==> config.mk <==
export PLATFORM = sky130hd
export DESIGN_NAME = ddc_seq
export DESIGN_NICKNAME = d
export VERILOG_FILES = /design/src/rtl/ddc_pkg.sv /design/src/rtl/ddc_alu.sv /design/src/rtl/ddc_seq.sv
export SDC_FILE = /design/constraint.sdc
export NUM_CORES = 1
export LEC_CHECK = 0
export ABC_AREA = 1
export CAP_MARGIN = 10
export CORE_MARGIN = 2
export CORE_UTILIZATION = 56
export CTS_CLUSTER_SIZE = 24
export DETAILED_ROUTE_END_ITERATION = 16
export DONT_BUFFER_PORTS = 1
export PLACE_DENSITY = 0.69
export SLEW_MARGIN = 20
export SYNTH_ARGS = -nofsm -noshare
export SYNTH_HDL_FRONTEND = slang
export SYNTH_SLANG_ARGS = --single-unit
==> constraint.sdc <==
create_clock -name clk -period 5.4 [get_ports clk]
set_clock_uncertainty 0.1 [all_clocks]
set_input_delay 1.08 -clock clk [delete_from_list [all_inputs] [get_ports clk]]
set_output_delay 1.08 -clock clk [all_outputs]
set_load 0.01 [all_outputs]
==> src/rtl/ddc_pkg.sv <==
// Shared constants and types of the dominance counter.
// Used by every RTL module of the block; depends on nothing.
`default_nettype none
package ddc_pkg;
  localparam int GRID_SIDE   = 64;
  localparam int COUNT_WIDTH = 20;
  localparam int COORD_W     = 7;
  localparam int OUT_W       = 20;
  localparam int IDX_W       = $clog2(GRID_SIDE);
  localparam int WALK_W      = IDX_W + 2;
  localparam int ADDR_W      = 2 * IDX_W;
  localparam int DEPTH       = 2 ** ADDR_W;

  localparam logic OP_INSERT = 1'b0;
  localparam logic OP_QUERY  = 1'b1;

  typedef struct packed {
    logic                   we;
    logic [ADDR_W-1:0]      addr;
    logic [COUNT_WIDTH-1:0] wdata;
  } mem_req_t;
endpackage
`default_nettype wire

==> src/rtl/ddc_alu.sv <==
// Shared saturating adder for store increments and query sums.
// Depends on ddc_pkg.
`default_nettype none
module ddc_alu import ddc_pkg::*; (
  input  wire logic [COUNT_WIDTH-1:0] entry,
  input  wire logic [COUNT_WIDTH-1:0] addend,
  output logic [COUNT_WIDTH-1:0]      result
);
  logic [COUNT_WIDTH:0] total;

  always_comb begin
    total = {1'b0, entry} + {1'b0, addend};
    if (total[COUNT_WIDTH]) begin
      result = '1;
    end else begin
      result = total[COUNT_WIDTH-1:0];
    end
  end
endmodule
`default_nettype wire

==> src/rtl/ddc_seq.sv <==
// Sequencer: store clear after reset, coordinate clamping and the
// two-level tree walk. Depends on ddc_pkg, drives ddc_store and ddc_alu.
`default_nettype none
module ddc_seq import ddc_pkg::*; (
  input  wire logic                   clk,
  input  wire logic                   rst,
  input  wire logic [COORD_W-1:0]     range_in_use,
  input  wire logic                   in_valid,
  output logic                        in_ready,
  input  wire logic                   opcode,
  input  wire logic [COORD_W-1:0]     coord_b,
  input  wire logic [COORD_W-1:0]     coord_c,
  input  wire logic                   out_free,
  output logic                        result_load,
  output logic [COUNT_WIDTH-1:0]      result,
  output mem_req_t                    req,
  input  wire logic [COUNT_WIDTH-1:0] rdata
);
  typedef enum logic [4:0] {
    S_CLEAR = 5'b00001,
    S_IDLE  = 5'b00010,
    S_READ  = 5'b00100,
    S_ACC   = 5'b01000,
    S_DONE  = 5'b10000
  } state_t;

  state_t                 state, state_next;
  logic                   op, op_next;
  logic [WALK_W-1:0]      x, x_next, y, y_next, c0, c0_next;
  logic [COUNT_WIDTH-1:0] sum, sum_next;
  logic [ADDR_W-1:0]      clr, clr_next;

  logic [COORD_W-1:0]     side, b_cl, c_cl;
  logic [WALK_W-1:0]      x_low, y_low, x_step, y_step;
  logic                   x_end, y_end;
  logic [COUNT_WIDTH-1:0] addend, alu_out;

  ddc_alu u_alu (
    .entry  (rdata),
    .addend (addend),
    .result (alu_out)
  );

  assign addend = (op == OP_INSERT) ? COUNT_WIDTH'(1) : sum;

  always_comb begin
    if (range_in_use == '0) begin
      side = COORD_W'(1);
    end else if (range_in_use > COORD_W'(GRID_SIDE)) begin
      side = COORD_W'(GRID_SIDE);
    end else begin
      side = range_in_use;
    end
    b_cl = (coord_b > side) ? side : coord_b;
    c_cl = (coord_c > side) ? side : coord_c;
    if (opcode == OP_INSERT) begin
      if (b_cl == '0) b_cl = COORD_W'(1);
      if (c_cl == '0) c_cl = COORD_W'(1);
    end
  end

  always_comb begin
    x_low = x & (~x + WALK_W'(1));
    y_low = y & (~y + WALK_W'(1));
    if (op == OP_INSERT) begin
      x_step = x + x_low;
      y_step = y + y_low;
      x_end  = x_step > WALK_W'(GRID_SIDE);
      y_end  = y_step > WALK_W'(GRID_SIDE);
    end else begin
      x_step = x - x_low;
      y_step = y - y_low;
      x_end  = x_step == '0;
      y_end  = y_step == '0;
    end
  end

  always_comb begin
    state_next  = state;
    op_next     = op;
    x_next      = x;
    y_next      = y;
    c0_next     = c0;
    sum_next    = sum;
    clr_next    = clr;
    in_ready    = 1'b0;
    result_load = 1'b0;
    req.we      = 1'b0;
    req.wdata   = alu_out;
    req.addr    = {IDX_W'(x - WALK_W'(1)), IDX_W'(y - WALK_W'(1))};
    unique case (state)
      S_CLEAR: begin
        req.we    = 1'b1;
        req.wdata = '0;
        req.addr  = clr;
        clr_next  = clr + ADDR_W'(1);
        if (clr == '1) state_next = S_IDLE;
      end
      S_IDLE: begin
        in_ready = 1'b1;
        if (in_valid) begin
          op_next  = opcode;
          x_next   = WALK_W'(b_cl);
          y_next   = WALK_W'(c_cl);
          c0_next  = WALK_W'(c_cl);
          sum_next = '0;
          if (opcode == OP_QUERY && (coord_b == '0 || coord_c == '0)) begin
            state_next = S_DONE;
          end else begin
            state_next = S_READ;
          end
        end
      end
      S_READ: begin
        state_next = S_ACC;
      end
      S_ACC: begin
        if (op == OP_INSERT) begin
          req.we = 1'b1;
        end else begin
          sum_next = alu_out;
        end
        if (!y_end) begin
          y_next     = y_step;
          state_next = S_READ;
        end else if (!x_end) begin
          x_next     = x_step;
          y_next     = c0;
          state_next = S_READ;
        end else if (op == OP_INSERT) begin
          state_next = S_IDLE;
        end else begin
          state_next = S_DONE;
        end
      end
      S_DONE: begin
        if (out_free) begin
          result_load = 1'b1;
          state_next  = S_IDLE;
        end
      end
      default: state_next = S_CLEAR;
    endcase
  end

  assign result = sum;

  always_ff @(posedge clk) begin
    if (rst) begin
      state <= S_CLEAR;
      clr   <= '0;
    end else begin
      state <= state_next;
      clr   <= clr_next;
    end
    op  <= op_next;
    x   <= x_next;
    y   <= y_next;
    c0  <= c0_next;
    sum <= sum_next;
  end
endmodule
`default_nettype wire

==> summary.md <==
| Metric | Value |
|---|---|
| Status | finished, final reports clean |
| Clock sink total | between 60 and 70 |
| Slew HR | between 50% and 60% |
| Yosys Warn Count | 0 |
| Initial antenna violation count | 0 |
| Power per cell area | 192 nW/µm² |
| Synth area leader | edfxtp_1 |
| Main synth FF type | edfxtp_1 |
| Gr usage total | 26.3% |
| Register area share after synthesis | around 30% |
| Final Cycle Share | around 85% |
| Horiz. Die Dim | 104 µm |
| Max Slew Vio Count | 0 |
| Worst Path Required | ~4.2 ns |
| WL met3 | between 800 and 900 µm |
| Gp weighted congestion | ~0.9 |
| Synth top area share | between 20% and 30% |
| Initial Util | between 50 and 60% |
| CTS H-tree lvls | 3 |
| DR vias/cell | 5.49 |
| Area Growth Syn to Fin | 5.25% |
| Row Count | 36 |
| Crit Path Max Fanout | 13 |
| Max-Cap Viols | 0 |
| GR Overflow Total | 0 |
| CP endpoint kind | primary output |
| Clock Tree Buf Depth | 2 |
| Hold-fix buffers at CTS | 0 |
| I/O Pins | around 100 |
| Final min period | 4.58 ns |
| First-pass GRT wire length | around 23000 µm |
| Max Freq | between 0.2 and 0.25 GHz |
| Final WL | between 10000 and 15000 µm |
| Post-synthesis async set-or-reset flop share | 0% |
| ANT cells | 0 |
| Worst skew pair latency | 0.37 ns |
| Routed WL per cell | ~15 µm |
| Drt first pass iters | 5 |
| Final core occ | 60.4% |
| TritonCTS Buffers | 9 |
| Placeable Area | 9680 µm² |
| Synth Net Count | 901 |
| Worst ir drop on vdd | just over 0.09 mV |
| Leak pwr | around 2.8 nW |
| FILL cells | 971 |
| Fraction of layout cells with a size suffix above 1 | under 10% |
| RSZ-0062 raised after global routing | false |
| DRT antenna net count | 0 |
| Post-synth EDFFs | 44 |
| Min-Delay Path Class | reg2reg |
| Synth unique cells | between 40 and 50 |
| Syn Inst Count | 805 |
| Die Ht | 104 µm |
| CTS tree | built |
| Setup repair bufs after CTS | 0 |
| Mapped Area | approximately 5600 µm² |
| Most area-consuming cells after synthesis | edfxtp_1 24%, nand2_1 15%, ha_1 11% |
| Final setup vio count | 0 |
| Met2 routed WL | 6750 µm |
| Largest net degree at the start of global routing | 29 |
| Post-CTS sizing | 0 |
| Number of global-route vias before repair | 4955 |
| Critical Path AT | about 3.4 ns |
| Setup TNS | 0 ns |
| Post-synth top cells | 216 x nand2_1, 109 x inv_1, 99 x nor2_1 |
| Crit Path Class | reg2out |
| Detailed-route DRC error count | 0 |
| Post-layout nets | between 800 and 900 |
| Slew of the pin with the lowest slew margin | ~0.73 ns |
| HPWL Detailed | around 11000 µm |
| Routed vias | 5170 |
| Clock transition at path regs | 0.08 ns |
| Most common cell in the synthesized netlist | nand2_1 |
| Yosys reg bits | slightly above 60 |
| Top sig layer | met4 |
| Setup crit start kind | register |
| Full die area | between 10000 and 15000 µm² |
| DRT iter0 DRCs | between 200 and 250 |
| Number of port buffers | 0 |
| Syn_area_per_cell | between 6 and 7 µm² |
| Clock Root Buffer | clkbuf_8 |
| M1 wire length | roughly 5900 µm |
| Final Hold Vio Count | 0 |
-- power by group --
group	internal [mW]	switching, mW
clock network	0.167	0.207
logic	0.0727	0.157
registers	0.510	0.00687
-- worst paths after layout --
check        depth (start not counted)  slack, ns                start             endpoint
max                                 13       0.82         op$_DFFE_PP_              req[14]
min                                  2       0.42  clr[9]$_SDFFE_PP0P_  clr[9]$_SDFFE_PP0P_
max reg2reg                         17       2.07       y[0]$_DFFE_PP_   y[7]$_SDFFCE_PP0P_
min reg2reg                          2       0.42  clr[9]$_SDFFE_PP0P_  clr[9]$_SDFFE_PP0P_
-- worst max-delay path: stages (launching register included) --
cell and delay, ns:
edfxtp_1 0.38, inv_1 0.31, or2_2 0.18, ha_1 0.20
inv_1 0.09, fa_1 0.42, o21ai_2 0.25, a21boi_0 0.19
o21ai_1 0.24, a21oi_1 0.14, o21bai_1 0.20, xor2_1 0.17
nor2_1 0.08, nor2_1 0.19
-- metal layers --
layer	vias up	global-route usage, %
met5	-	0
met4	0	11.7
met3	25	5.85
met2	158	45.8
met1	2334	31.0
li1	2653	-
-- through the flow --
step / instances / instance area, µm² / worst slack [ns] / power (mW) / hold slack [ns]
global placement: 925 / 5670 / 1.07 / 0.751 / 0.396
floorplan: 805 / 5560 / 1.31 / 0.712 / 0.367
detailed placement: 925 / 5670 / 0.981 / 0.756 / 0.406
global route: 941 / 5850 / 0.559 / 1.18 / 0.442
CTS: 941 / 5850 / 0.806 / 1.13 / 0.423
finish: 941 / 5850 / 0.823 / 1.12 / 0.424
-- cells in the final DEF (no fill, tap or decap), types with 8 or more instances in the layout --
cell type / synthesis / layout
ha_1: 49 / 49
nor3_1: 13 / 12
o211ai_1: 9 / 9
a21oi_1: 38 / 38
o21ai_1: 8 / 8
nand3_1: 50 / 50
nor2_2: 9 / 9
o21ai_0: 40 / 40
xnor2_1: 11 / 11
nand2_1: 216 / 216
inv_1: 109 / 109
clkbuf_8: 0 / 9
nand4_1: 10 / 10
edfxtp_1: 44 / 44
dfxtp_1: 17 / 17
nor2_1: 99 / 99
-- cell families after synthesis --
family	after synthesis	share of synthesized area [%]
and+or+nand+nor	416	32.6
buffers and inverters	130	9.10
xor gates and xnor gates	18	2.84
adders and majority gates	50	11.4
AOI/OAI and AO/OA	130	14.2
DFF	61	29.9
-- area by class of cell --
cell class                      instances  area [µm²]  share of cell area (%)
Clock buffer                            9         124                    2.12
Sequential cell                        61        1660                    28.4
Tap cell                              133         166                    2.85
Timing Repair Buffer                    3        22.5                   0.385
Inverter                              114         428                    7.32
Clock inverter                          7        51.3                   0.877
Multi-Input combinational cell        614        3390                    58.0
-- registers in the layout (all words and copies together) (netlist names) --
register and flops:
c0 7, op 1, state 5, x 8, result 20, y 8, clr 12
Power figures use the tool's default switching activity.
